[src/design/alu8f_pkg.sv]
// Shared types and operation codes for the 8-bit CPU ALU pipeline.
`timescale 1ns / 1ps

package alu8f_pkg;

    typedef enum logic [3:0] {
        OP_ADD   = 4'd0,
        OP_ADC   = 4'd1,
        OP_SUB   = 4'd2,
        OP_SBC   = 4'd3,
        OP_AND   = 4'd4,
        OP_XOR   = 4'd5,
        OP_OR    = 4'd6,
        OP_CP    = 4'd7,
        OP_INC8  = 4'd8,
        OP_DEC8  = 4'd9,
        OP_ADD16 = 4'd10,
        OP_INC16 = 4'd11,
        OP_DEC16 = 4'd12,
        OP_SPOFF = 4'd13
    } op_t;

    typedef enum logic [3:0] {
        K_ADD8,
        K_SUB8,
        K_CP,
        K_AND,
        K_LOGIC,
        K_INC8,
        K_DEC8,
        K_ADD16,
        K_KEEP16,
        K_SPOFF,
        K_NOP
    } kind_t;

    localparam int FLAG_Z = 3;
    localparam int FLAG_N = 2;
    localparam int FLAG_H = 1;
    localparam int FLAG_C = 0;

    typedef struct packed {
        kind_t       kind;
        logic [15:0] x;
        logic [3:0]  f;
        logic [15:0] opa;
        logic [15:0] opb;
        logic        cin;
        logic [7:0]  logic_res;
    } dec_t;

    typedef struct packed {
        kind_t       kind;
        logic [15:0] x;
        logic [3:0]  f;
        logic [7:0]  logic_res;
        logic [15:0] sum;
        logic        c4;
        logic        c8;
        logic        c12;
        logic        c16;
    } add_t;

    typedef struct packed {
        logic [15:0] result_value;
        logic        zero_out;
        logic        subtract_out;
        logic        half_carry_out;
        logic        carry_out;
    } res_t;

endpackage

[src/design/alu8f_decode.sv]
// Stage 1: operation decode, adder operand selection and logic operations.
`timescale 1ns / 1ps

module alu8f_decode
    import alu8f_pkg::*;
(
    input  logic        aclk,
    input  logic        aresetn,
    input  logic        in_valid,
    output logic        in_ready,
    input  logic [3:0]  op,
    input  logic [15:0] first_operand,
    input  logic [15:0] second_operand,
    input  logic [3:0]  flags_in,
    output logic        out_valid,
    input  logic        out_ready,
    output dec_t        out_data
);

    logic valid_reg, valid_next;
    dec_t data_reg, data_next;
    logic [15:0] a16;
    logic [15:0] bz;
    logic [15:0] bn;

    assign in_ready  = !valid_reg || out_ready;
    assign out_valid = valid_reg;
    assign out_data  = data_reg;

    assign a16 = {8'h00, first_operand[7:0]};
    assign bz  = {8'h00, second_operand[7:0]};
    assign bn  = {8'h00, ~second_operand[7:0]};

    always_comb begin
        valid_next = in_ready ? in_valid : valid_reg;

        data_next.kind      = K_NOP;
        data_next.x         = first_operand;
        data_next.f         = flags_in;
        data_next.opa       = a16;
        data_next.opb       = 16'h0000;
        data_next.cin       = 1'b0;
        data_next.logic_res = 8'h00;

        unique case (op)
            OP_ADD: begin
                data_next.kind = K_ADD8;
                data_next.opb  = bz;
            end
            OP_ADC: begin
                data_next.kind = K_ADD8;
                data_next.opb  = bz;
                data_next.cin  = flags_in[FLAG_C];
            end
            OP_SUB: begin
                data_next.kind = K_SUB8;
                data_next.opb  = bn;
                data_next.cin  = 1'b1;
            end
            OP_SBC: begin
                data_next.kind = K_SUB8;
                data_next.opb  = bn;
                data_next.cin  = !flags_in[FLAG_C];
            end
            OP_CP: begin
                data_next.kind = K_CP;
                data_next.opb  = bn;
                data_next.cin  = 1'b1;
            end
            OP_AND: begin
                data_next.kind      = K_AND;
                data_next.logic_res = first_operand[7:0] & second_operand[7:0];
            end
            OP_XOR: begin
                data_next.kind      = K_LOGIC;
                data_next.logic_res = first_operand[7:0] ^ second_operand[7:0];
            end
            OP_OR: begin
                data_next.kind      = K_LOGIC;
                data_next.logic_res = first_operand[7:0] | second_operand[7:0];
            end
            OP_INC8: begin
                data_next.kind = K_INC8;
                data_next.cin  = 1'b1;
            end
            OP_DEC8: begin
                // a + 0xFE + 1: nibble carry clear means half borrow
                data_next.kind = K_DEC8;
                data_next.opb  = 16'h00FE;
                data_next.cin  = 1'b1;
            end
            OP_ADD16: begin
                data_next.kind = K_ADD16;
                data_next.opa  = first_operand;
                data_next.opb  = second_operand;
            end
            OP_INC16: begin
                data_next.kind = K_KEEP16;
                data_next.opa  = first_operand;
                data_next.cin  = 1'b1;
            end
            OP_DEC16: begin
                data_next.kind = K_KEEP16;
                data_next.opa  = first_operand;
                data_next.opb  = 16'hFFFF;
            end
            OP_SPOFF: begin
                data_next.kind = K_SPOFF;
                data_next.opa  = first_operand;
                data_next.opb  = {{8{second_operand[7]}}, second_operand[7:0]};
            end
            default: begin
                data_next.kind = K_NOP;
            end
        endcase
    end

    always_ff @(posedge aclk) begin
        if (!aresetn) begin
            valid_reg <= 1'b0;
        end else begin
            valid_reg <= valid_next;
        end
    end

    always_ff @(posedge aclk) begin
        if (in_valid && in_ready) begin
            data_reg <= data_next;
        end
    end

endmodule

[src/design/alu8f_adder.sv]
// Stage 2: shared 16-bit adder with nibble, byte and 12-bit carry taps.
`timescale 1ns / 1ps

module alu8f_adder
    import alu8f_pkg::*;
(
    input  logic aclk,
    input  logic aresetn,
    input  logic in_valid,
    output logic in_ready,
    input  dec_t in_data,
    output logic out_valid,
    input  logic out_ready,
    output add_t out_data
);

    logic valid_reg, valid_next;
    add_t data_reg, data_next;
    logic [16:0] sum17;

    assign in_ready  = !valid_reg || out_ready;
    assign out_valid = valid_reg;
    assign out_data  = data_reg;

    assign sum17 = {1'b0, in_data.opa} + {1'b0, in_data.opb} + {16'h0000, in_data.cin};

    always_comb begin
        valid_next          = in_ready ? in_valid : valid_reg;
        data_next.kind      = in_data.kind;
        data_next.x         = in_data.x;
        data_next.f         = in_data.f;
        data_next.logic_res = in_data.logic_res;
        data_next.sum       = sum17[15:0];
        data_next.c4        = sum17[4] ^ in_data.opa[4] ^ in_data.opb[4];
        data_next.c8        = sum17[8] ^ in_data.opa[8] ^ in_data.opb[8];
        data_next.c12       = sum17[12] ^ in_data.opa[12] ^ in_data.opb[12];
        data_next.c16       = sum17[16];
    end

    always_ff @(posedge aclk) begin
        if (!aresetn) begin
            valid_reg <= 1'b0;
        end else begin
            valid_reg <= valid_next;
        end
    end

    always_ff @(posedge aclk) begin
        if (in_valid && in_ready) begin
            data_reg <= data_next;
        end
    end

endmodule

[src/design/alu8f_flags.sv]
// Stage 3: result select, zero detect and flag update; holds the output register.
`timescale 1ns / 1ps

module alu8f_flags
    import alu8f_pkg::*;
(
    input  logic aclk,
    input  logic aresetn,
    input  logic in_valid,
    output logic in_ready,
    input  add_t in_data,
    output logic out_valid,
    input  logic out_ready,
    output res_t out_data
);

    logic valid_reg, valid_next;
    res_t data_reg, data_next;
    logic z8;
    logic zl;

    assign in_ready  = !valid_reg || out_ready;
    assign out_valid = valid_reg;
    assign out_data  = data_reg;

    assign z8 = (in_data.sum[7:0] == 8'h00);
    assign zl = (in_data.logic_res == 8'h00);

    always_comb begin
        valid_next = in_ready ? in_valid : valid_reg;

        data_next.result_value   = in_data.x;
        data_next.zero_out       = in_data.f[FLAG_Z];
        data_next.subtract_out   = in_data.f[FLAG_N];
        data_next.half_carry_out = in_data.f[FLAG_H];
        data_next.carry_out      = in_data.f[FLAG_C];

        unique case (in_data.kind)
            K_ADD8: begin
                data_next.result_value   = {8'h00, in_data.sum[7:0]};
                data_next.zero_out       = z8;
                data_next.subtract_out   = 1'b0;
                data_next.half_carry_out = in_data.c4;
                data_next.carry_out      = in_data.c8;
            end
            K_SUB8: begin
                data_next.result_value   = {8'h00, in_data.sum[7:0]};
                data_next.zero_out       = z8;
                data_next.subtract_out   = 1'b1;
                data_next.half_carry_out = !in_data.c4;
                data_next.carry_out      = !in_data.c8;
            end
            K_CP: begin
                data_next.zero_out       = z8;
                data_next.subtract_out   = 1'b1;
                data_next.half_carry_out = !in_data.c4;
                data_next.carry_out      = !in_data.c8;
            end
            K_AND: begin
                data_next.result_value   = {8'h00, in_data.logic_res};
                data_next.zero_out       = zl;
                data_next.subtract_out   = 1'b0;
                data_next.half_carry_out = 1'b1;
                data_next.carry_out      = 1'b0;
            end
            K_LOGIC: begin
                data_next.result_value   = {8'h00, in_data.logic_res};
                data_next.zero_out       = zl;
                data_next.subtract_out   = 1'b0;
                data_next.half_carry_out = 1'b0;
                data_next.carry_out      = 1'b0;
            end
            K_INC8: begin
                data_next.result_value   = {8'h00, in_data.sum[7:0]};
                data_next.zero_out       = z8;
                data_next.subtract_out   = 1'b0;
                data_next.half_carry_out = in_data.c4;
            end
            K_DEC8: begin
                data_next.result_value   = {8'h00, in_data.sum[7:0]};
                data_next.zero_out       = z8;
                data_next.subtract_out   = 1'b1;
                data_next.half_carry_out = !in_data.c4;
            end
            K_ADD16: begin
                data_next.result_value   = in_data.sum;
                data_next.subtract_out   = 1'b0;
                data_next.half_carry_out = in_data.c12;
                data_next.carry_out      = in_data.c16;
            end
            K_KEEP16: begin
                data_next.result_value   = in_data.sum;
            end
            K_SPOFF: begin
                data_next.result_value   = in_data.sum;
                data_next.zero_out       = 1'b0;
                data_next.subtract_out   = 1'b0;
                data_next.half_carry_out = in_data.c4;
                data_next.carry_out      = in_data.c8;
            end
            default: begin
                data_next.result_value   = in_data.x;
            end
        endcase
    end

    always_ff @(posedge aclk) begin
        if (!aresetn) begin
            valid_reg <= 1'b0;
        end else begin
            valid_reg <= valid_next;
        end
    end

    always_ff @(posedge aclk) begin
        if (in_valid && in_ready) begin
            data_reg <= data_next;
        end
    end

endmodule

[src/design/eight_bit_cpu_alu_with_flags.sv]
// Top level of the pipelined 8-bit CPU ALU with flags.
`timescale 1ns / 1ps

// Usage:
//   Input words arrive on s_tvalid/s_tready/s_tdata; each carries an operation code,
//   two 16-bit operands and the current Z/N/H/C flags. Each word yields exactly one
//   output word on m_tvalid/m_tready/m_tdata with the result and the new flags.
//   Pipeline: decode, 16-bit add, flag/result select. m_tvalid rises once the word has
//   passed through all three registered stages. Throughput is one word per cycle while
//   m_tready stays high; every stage carries its own valid bit and loads whenever it is
//   empty or its successor takes its word.
//   When the receiver holds m_tready low the output word stays put and the stages
//   behind it keep filling; once all three stages are full, s_tready drops. No
//   word is lost or repeated. s_tready depends combinationally on m_tready.
//   Reset (aresetn low, synchronous) empties all stages; m_tvalid is low after
//   reset and s_tready is high.
//   Unused operation codes 14 and 15 pass first_operand and keep the flags.

module eight_bit_cpu_alu_with_flags
    import alu8f_pkg::*;
(
    input  logic        aclk,
    input  logic        aresetn,
    input  logic        s_tvalid,
    output logic        s_tready,
    // [3:0] op, [19:4] first_operand, [35:20] second_operand, [39:36] flags_in
    input  logic [39:0] s_tdata,
    output logic        m_tvalid,
    input  logic        m_tready,
    // [15:0] result_value, [16] zero_out, [17] subtract_out, [18] half_carry_out,
    // [19] carry_out, [23:20] zero
    output logic [23:0] m_tdata
);

    logic d_valid, d_ready;
    dec_t d_data;
    logic a_valid, a_ready;
    add_t a_data;
    res_t r_data;

    alu8f_decode u_decode (
        .aclk           (aclk),
        .aresetn        (aresetn),
        .in_valid       (s_tvalid),
        .in_ready       (s_tready),
        .op             (s_tdata[3:0]),
        .first_operand  (s_tdata[19:4]),
        .second_operand (s_tdata[35:20]),
        .flags_in       (s_tdata[39:36]),
        .out_valid      (d_valid),
        .out_ready      (d_ready),
        .out_data       (d_data)
    );

    alu8f_adder u_adder (
        .aclk      (aclk),
        .aresetn   (aresetn),
        .in_valid  (d_valid),
        .in_ready  (d_ready),
        .in_data   (d_data),
        .out_valid (a_valid),
        .out_ready (a_ready),
        .out_data  (a_data)
    );

    alu8f_flags u_flags (
        .aclk      (aclk),
        .aresetn   (aresetn),
        .in_valid  (a_valid),
        .in_ready  (a_ready),
        .in_data   (a_data),
        .out_valid (m_tvalid),
        .out_ready (m_tready),
        .out_data  (r_data)
    );

    assign m_tdata = {4'h0, r_data.carry_out, r_data.half_carry_out,
                      r_data.subtract_out, r_data.zero_out, r_data.result_value};

    a_ready_when_drained: assert property (@(posedge aclk) disable iff (!aresetn)
        m_tready |-> s_tready)
        else $error("pipeline not ready while output drains");

    a_full_stall: assert property (@(posedge aclk) disable iff (!aresetn)
        (!m_tready && m_tvalid && a_valid && d_valid) |-> !s_tready)
        else $error("input accepted while pipeline full and stalled");

    a_and_half_carry: assert property (@(posedge aclk) disable iff (!aresetn)
        (a_valid && a_ready && a_data.kind == K_AND) |=> (m_tvalid && m_tdata[18]))
        else $error("and did not set half carry");

    a_reset_empty: assert property (@(posedge aclk)
        $past(!aresetn) |-> !m_tvalid)
        else $error("output valid right after reset");

endmodule
[config.mk]
export PLATFORM = sky130hd
export DESIGN_NAME = eight_bit_cpu_alu_with_flags
export DESIGN_NICKNAME = d
export VERILOG_FILES = /design/src/design/alu8f_pkg.sv /design/src/design/alu8f_decode.sv /design/src/design/alu8f_adder.sv /design/src/design/alu8f_flags.sv /design/src/design/eight_bit_cpu_alu_with_flags.sv
export SDC_FILE = /design/constraint.sdc
export NUM_CORES = 1
export LEC_CHECK = 0
export BUFFER_PORTS_ARGS = -buffer_cell sky130_fd_sc_hd__buf_2
export CELL_PAD_IN_SITES_DETAIL_PLACEMENT = 1
export CELL_PAD_IN_SITES_GLOBAL_PLACEMENT = 2
export CORE_MARGIN = 2
export CORE_UTILIZATION = 25
export DETAILED_ROUTE_END_ITERATION = 16
export PLACE_DENSITY_LB_ADDON = 0.15
export SLEW_MARGIN = 15
export SYNTH_ARGS = -nofsm -noshare
export SYNTH_HDL_FRONTEND = slang
export SYNTH_HIERARCHICAL = 1
export SYNTH_SLANG_ARGS = --single-unit
[constraint.sdc]
create_clock -name aclk -period 2.9 [get_ports aclk]
set_input_delay 0.58 -clock aclk [delete_from_list [all_inputs] [get_ports aclk]]
set_output_delay 0.58 -clock aclk [all_outputs]
set_load 0.005 [all_outputs]
==> results of run 1 <==
## worst reg2reg max path, stage by stage (launching register included)
cell and delay (ps):
edfxtp_1 400, fa_1 470, fa_1 440, a21oi_1 220
o211ai_1 150, a21boi_2 280, o21ai_1 120, a31oi_1 250
a21oi_1 100
## where the power goes
group | leakage, nW | switching (mW) | total [mW] | internal, mW
sequential | 1.27 | 0.0735 | 2.33 | 2.25
combinational | 1.57 | 0.323 | 0.571 | 0.248
clock | 0.295 | 0.788 | 2.22 | 1.43
total | 3.14 | 1.18 | 5.12 | 3.93
## registers in the layout (all words and copies together) (netlist names)
signal,cells
u_adder/out_valid,1
u_decode/out_data,57
u_decode/out_valid,1
u_flags/out_data,20
u_flags/out_valid,1
u_adder/out_data,52
## cells by family (layout without fill, tap and decap cells)
logic type	Yosys count	in the layout	synth area share
other	1	4	0.000543
xor gates and xnor gates	28	28	0.0355
buffers and inverters	80	145	0.0605
DFF	132	132	0.570
muxes	10	10	0.0145
AOI/OAI and AO/OA	153	153	0.176
and+or+nand+nor	96	96	0.0817
adders and majority gates	33	33	0.0620
## cells in the final DEF (no fill, tap or decap), types with 6 or more instances in the layout
cell	n
a21oi_1	20
xor2_1	8
and2_1	10
a221o_1	9
inv_1	40
o22a_1	8
a22o_1	8
nor2_1	24
buf_4	7
o22ai_1	6
xnor2_1	20
clkbuf_16	17
buf_2	65
edfxtp_1	129
o21ai_0	15
nand2b_1	9
mux2i_1	10
a31oi_1	6
o311ai_2	8
o211ai_1	17
a21o_1	15
nand2_1	12
ha_1	31
## final cells by class
type	instances	area, sq um	share of cell area
clock buffer	17	425	0.0527
clock inverter	13	184	0.0228
inverter	43	161	0.0200
multi-input combinational	324	2570	0.318
sequential	132	3930	0.487
tap	341	427	0.0528
timing repair buffer	72	378	0.0468
## routing by layer
layer / GRT usage / vias up / wire (microns)
met1: 0.157 / 2008 / 7990
met2: 0.170 / 66 / 6870
met3: 0.0237 / 10 / 476
met5: 0 / - / 0
li1: - / 2110 / -
met4: 0.0405 / 0 / 167
## worst paths after layout
| path | cells after the start | to | start |
|---|---|---|---|
| max | 8 | u_adder/out_data[0] | u_decode/out_data[8] |
| min | 1 | u_decode/out_data[59] | s_tdata[18] |
| max reg2reg | 8 | u_adder/out_data[0] | u_decode/out_data[8] |
| min reg2reg | 0 | u_adder/out_data[40] | u_decode/out_data[53] |
## stage by stage
| stage | cells | hold WS [ps] |
|---|---|---|
| after CTS | 942 | 331 |
| after detailed placement | 912 | 406 |
| final | 942 | 354 |
| after global routing | 942 | 330 |
| after global placement | 912 | 407 |
| after floorplan | 536 | 400 |
==> metrics.txt, run 1 <==
status finished, final reports clean; I/O Buffers 65; Setup CP Type flop to flop; number of antenna repair diodes 0; fillers 2927; Commonest cells post-synth edfxtp_1, inv_1, ha_1; Synth top area share 0.561; largest net degree at the start of global routing 58; Synth Warn # 6; CTS clk-pin slew, worst paths 60 ps; first drt pass iteration count 7; htree depth 4; DR DRC count 0; Mapped Avg Cell Area 13.0 sq um; Worst EP required roughly 3100 ps; RSZ-0062 raised after global routing no; worst slew pin tran around 760 ps; Core ar. between 20000 and 30000 sq um; fin nets approximately 670; Worst EP arrival about 2800 ps; top cells by area, synth edfxtp_1, ha_1, xnor2_1; ys async rst share 0; Buf+Inv Stages, Crit Path 0; clock buffer count from CTS 17; Slowest cell on crit path fa_1; DP HPWL ~12000 microns; layout cells sized above 1 0.216; number of synthesized flops with an enable pin between 100 and 150; post-synthesis cell type count 77; vias in the first global route ~4400; Final Max Slew Viols 0; CP peak stage delay approximately 460 ps; Max-cap violations 0; Placed Area around 7500 sq um; Max VDD drop around 0.00038 V; clock latency on the worst-skew pair roughly 410 ps; die height 170 microns; number of core rows 60; Rel. slew slack 0.491; crit end category flop; setup tns final 0 ps; R2R setup slack approximately 220 ps; CTS tree built; Tot Pwr approximately 5.1 mW; routed wire length roughly 16000 microns; routed wire length per instance approximately 16 microns; Final WS setup between 200 and 250 ps; design area 8080 sq um; Finished Core Util 0.299; critical path's top delay family compound AO/OA/AOI/OAI gates; Final GP Congestion approximately 0.73; final critical-path required period between 2000 and 3000 ps; quantity of gates resized following cts 0; Clock Path Buffers 2; final setup fails 0; period utilization 0.925; Worst Hold Class input pin to flop; total number of vias around 4200; P&R area growth vs syn 17.0%; Post-Place Setup Slack between 150 and 200 ps; setup bufs post-CTS 0; Setup Skew between 8 and 9 ps; Seq/Total Area, Yosys 0.570; Starting Density 0.256; Die Wd between 150 and 200 microns; Clock Sinks 132; I/O pin cnt 70; FMAX ~370 MHz; Pleak approximately 3.1 nW; post-route ant nets 0; P per Cell Area between 600 and 700 nW/um^2; most frequent cell after synthesis edfxtp_1; critical-path cell list fa_1 > fa_1 > a21oi_1 > o211ai_1 > a21boi_2 > o21ai_1 > a31oi_1 > a21oi_1; DR vias/cell around 4.5; Syn Inst Count 533; Hold-fix buffers, CTS 0; crit-path max FO 4; final hold vios 0; ys flop type edfxtp_1; first-pass GRT wire length about 25000 microns; Initial DRC Count 218; cell area after synthesis 6910 sq um; GRT Total Usage 0.112; synthesized flop and latch total between 100 and 150; Setup crit start kind flop; Die ar. 29000 sq um; clk root buf clkbuf_16; Synth area leader edfxtp_1; initial antenna violation count 0; grt total ovfl 0
No activity file was read; power rests on OpenSTA's default activity.
==> run 2, diff against run 1 <==
--- a/config.mk
+++ b/config.mk
@@ -11,7 +11,9 @@
 export CORE_MARGIN = 2
 export CORE_UTILIZATION = 25
 export DETAILED_ROUTE_END_ITERATION = 16
+export MAX_ROUTING_LAYER = met4
 export PLACE_DENSITY_LB_ADDON = 0.15
+export REMOVE_ABC_BUFFERS = 1
 export SLEW_MARGIN = 15
 export SYNTH_ARGS = -nofsm -noshare
 export SYNTH_HDL_FRONTEND = slang
==> constraint.sdc (replaced) <==
create_clock -name aclk -period 3.2 [get_ports aclk]
set_input_delay 0.64 -clock aclk [delete_from_list [all_inputs] [get_ports aclk]]
set_output_delay 0.64 -clock aclk [all_outputs]
set_load 0.005 [all_outputs]
==> metrics.txt, run 2 (synthesis gave the netlist of run 1 again) <==
Max VDD drop 0.000385 V (+1.5%); FMAX 368 MHz (-1.4%); GRT Total Usage 0.116 (+0.00453); die height 170 microns (unchanged); Worst EP arrival 2870 ps (+30 ps); Final WS setup 480 ps (+263 ps); routed wire length 15900 microns (+2.3%); commonest non-fill, non-tap cells in the layout edfxtp_1, buf_2, inv_1, ha_1, nor2_1; CTS clk-pin slew, worst paths 60 ps (about the same); quantity of gates resized following cts 0 (unchanged); Die ar. 29000 sq um (unchanged); number of core rows 60 (unchanged); critical path's top delay family compound AO/OA/AOI/OAI gates; largest net degree at the start of global routing 58 (unchanged); htree depth 4 (unchanged); Setup crit start kind flop; met3 wire length 409 microns (-14%); Slowest cell on crit path fa_1; grt total ovfl 0 (unchanged); final critical-path required period 2720 ps (+37.3 ps); final setup fails 0 (unchanged); layout cells sized above 1 0.216 (-0.000717); met2 WL 7250 microns (+5.5%); post-route ant nets 0 (unchanged); top routing layer in use met4; crit-path max FO 4 (unchanged); Setup Skew 8.34 ps (-0.130 ps); Clock Path Buffers 2 (unchanged); R2R setup slack 480 ps (+260 ps); final hold vios 0 (unchanged); worst slew pin tran 780 ps (+15.7 ps); total number of vias 4274 (+1.9%); Worst EP required 3350 ps (+290 ps); Setup CP Type flop to flop; DR DRC count 0 (unchanged); Core ar. 27000 sq um (unchanged); DP HPWL 12000 microns (+2.6%); routed wire length per instance 16.8 microns (+2.1%); status finished, final reports clean; CTS tree built; I/O Buffers 65 (unchanged); setup bufs post-CTS 0 (unchanged); Initial DRC Count 244 (+12%); period utilization 0.850 (-0.0751); CP peak stage delay 470 ps (about the same); crit end category flop; fillers 2934 (+0.24%); Max-cap violations 0 (unchanged); Worst Hold Class flop to flop; final non-filler cell total 944 (+0.21%); setup tns final 0 ps (unchanged); clock buffer count from CTS 17 (unchanged); clk root buf clkbuf_16; RSZ-0062 raised after global routing no; placed cell count 912 (unchanged); commonest non-fill, non-tap cell in the layout edfxtp_1; Hold-fix buffers, CTS 0 (unchanged); first drt pass iteration count 4 (-3); number of antenna repair diodes 0 (unchanged); vias in the first global route 4527 (+1.8%); max FFs per register 57 (unchanged); Tot Pwr 4.58 mW (-10%); Starting Density 0.256 (unchanged); Post-Place Setup Slack 450 ps (+256 ps); P&R area growth vs syn 16.7%; Final Max Slew Viols 0 (unchanged); Final GP Congestion 0.805 (+10%); clock latency on the worst-skew pair 410 ps (about the same); Die Wd 170 microns (unchanged); Buf+Inv Stages, Crit Path 0 (unchanged); fin nets 667 (unchanged); Rel. slew slack 0.480 (-0.0105); Pleak 3.12 nW (-0.52%); initial antenna violation count 0 (unchanged); M1 wire length 7930 microns (-0.71%); P per Cell Area 568 nW/um^2 (-10%); first-pass GRT wire length 25200 microns (+1.0%); DR vias/cell 4.53 (+1.7%); I/O pin cnt 70 (unchanged); critical-path cell list fa_1 > fa_1 > a21oi_1 > o211ai_1 > a21boi_2 > o21ai_1 > a31oi_1 > a21oi_1; Clock Sinks 132 (unchanged)
==> run 2: cell count changes in the layout (fill, tap and decap cells not counted) <==
cell / before / now
clkbuf_1: 0 / 3
clkinv_1: 3 / 2
clkinvlp_4: 1 / 3
bufinv_16: 4 / 3
inv_6: 2 / 1
==> run 2: stage by stage <==
| step | utilization | hold slack, ps | instance area [sq um] |
|---|---|---|---|
| finish | 0.298 | 416 | 8060 |
| global route | 0.298 | 398 | 8060 |
| CTS | 0.298 | 398 | 8060 |
| detailed placement | 0.276 | 409 | 7470 |
| global placement | 0.276 | 407 | 7470 |
| floorplan | - | 400 | 6660 |
==> run 2: path summary, 6_finish.rpt <==
check                         from                    to  cells past startpoint
min reg2reg  u_decode/out_data[53]  u_adder/out_data[40]                      0
max reg2reg   u_decode/out_data[8]   u_adder/out_data[0]                      8
min          u_decode/out_data[53]  u_adder/out_data[40]                      0
max           u_decode/out_data[8]   u_adder/out_data[0]                      8
==> run 2: final cells by class <==
cell class	instances	area [sq um]	area share
timing repair buffer	72	378	0.0469
clock inverter	12	156	0.0194
sequential	132	3930	0.488
clock buffer	20	437	0.0542
tap	341	427	0.0529
multi-input combinational	324	2570	0.319
inverter	43	161	0.0200
==> run 2: routing by layer <==
layer,vias to the layer above,GRT usage
met5,-,-
met4,0,0.0375
met3,13,0.0247
met2,70,0.180
met1,2077,0.153
li1,2114,-
==> run 2: power breakdown <==
group,internal [mW],switching [mW],total [mW]
sequential,2.04,0.0617,2.10
combinational,0.226,0.301,0.527
clock,1.23,0.725,1.95
total,3.49,1.09,4.58
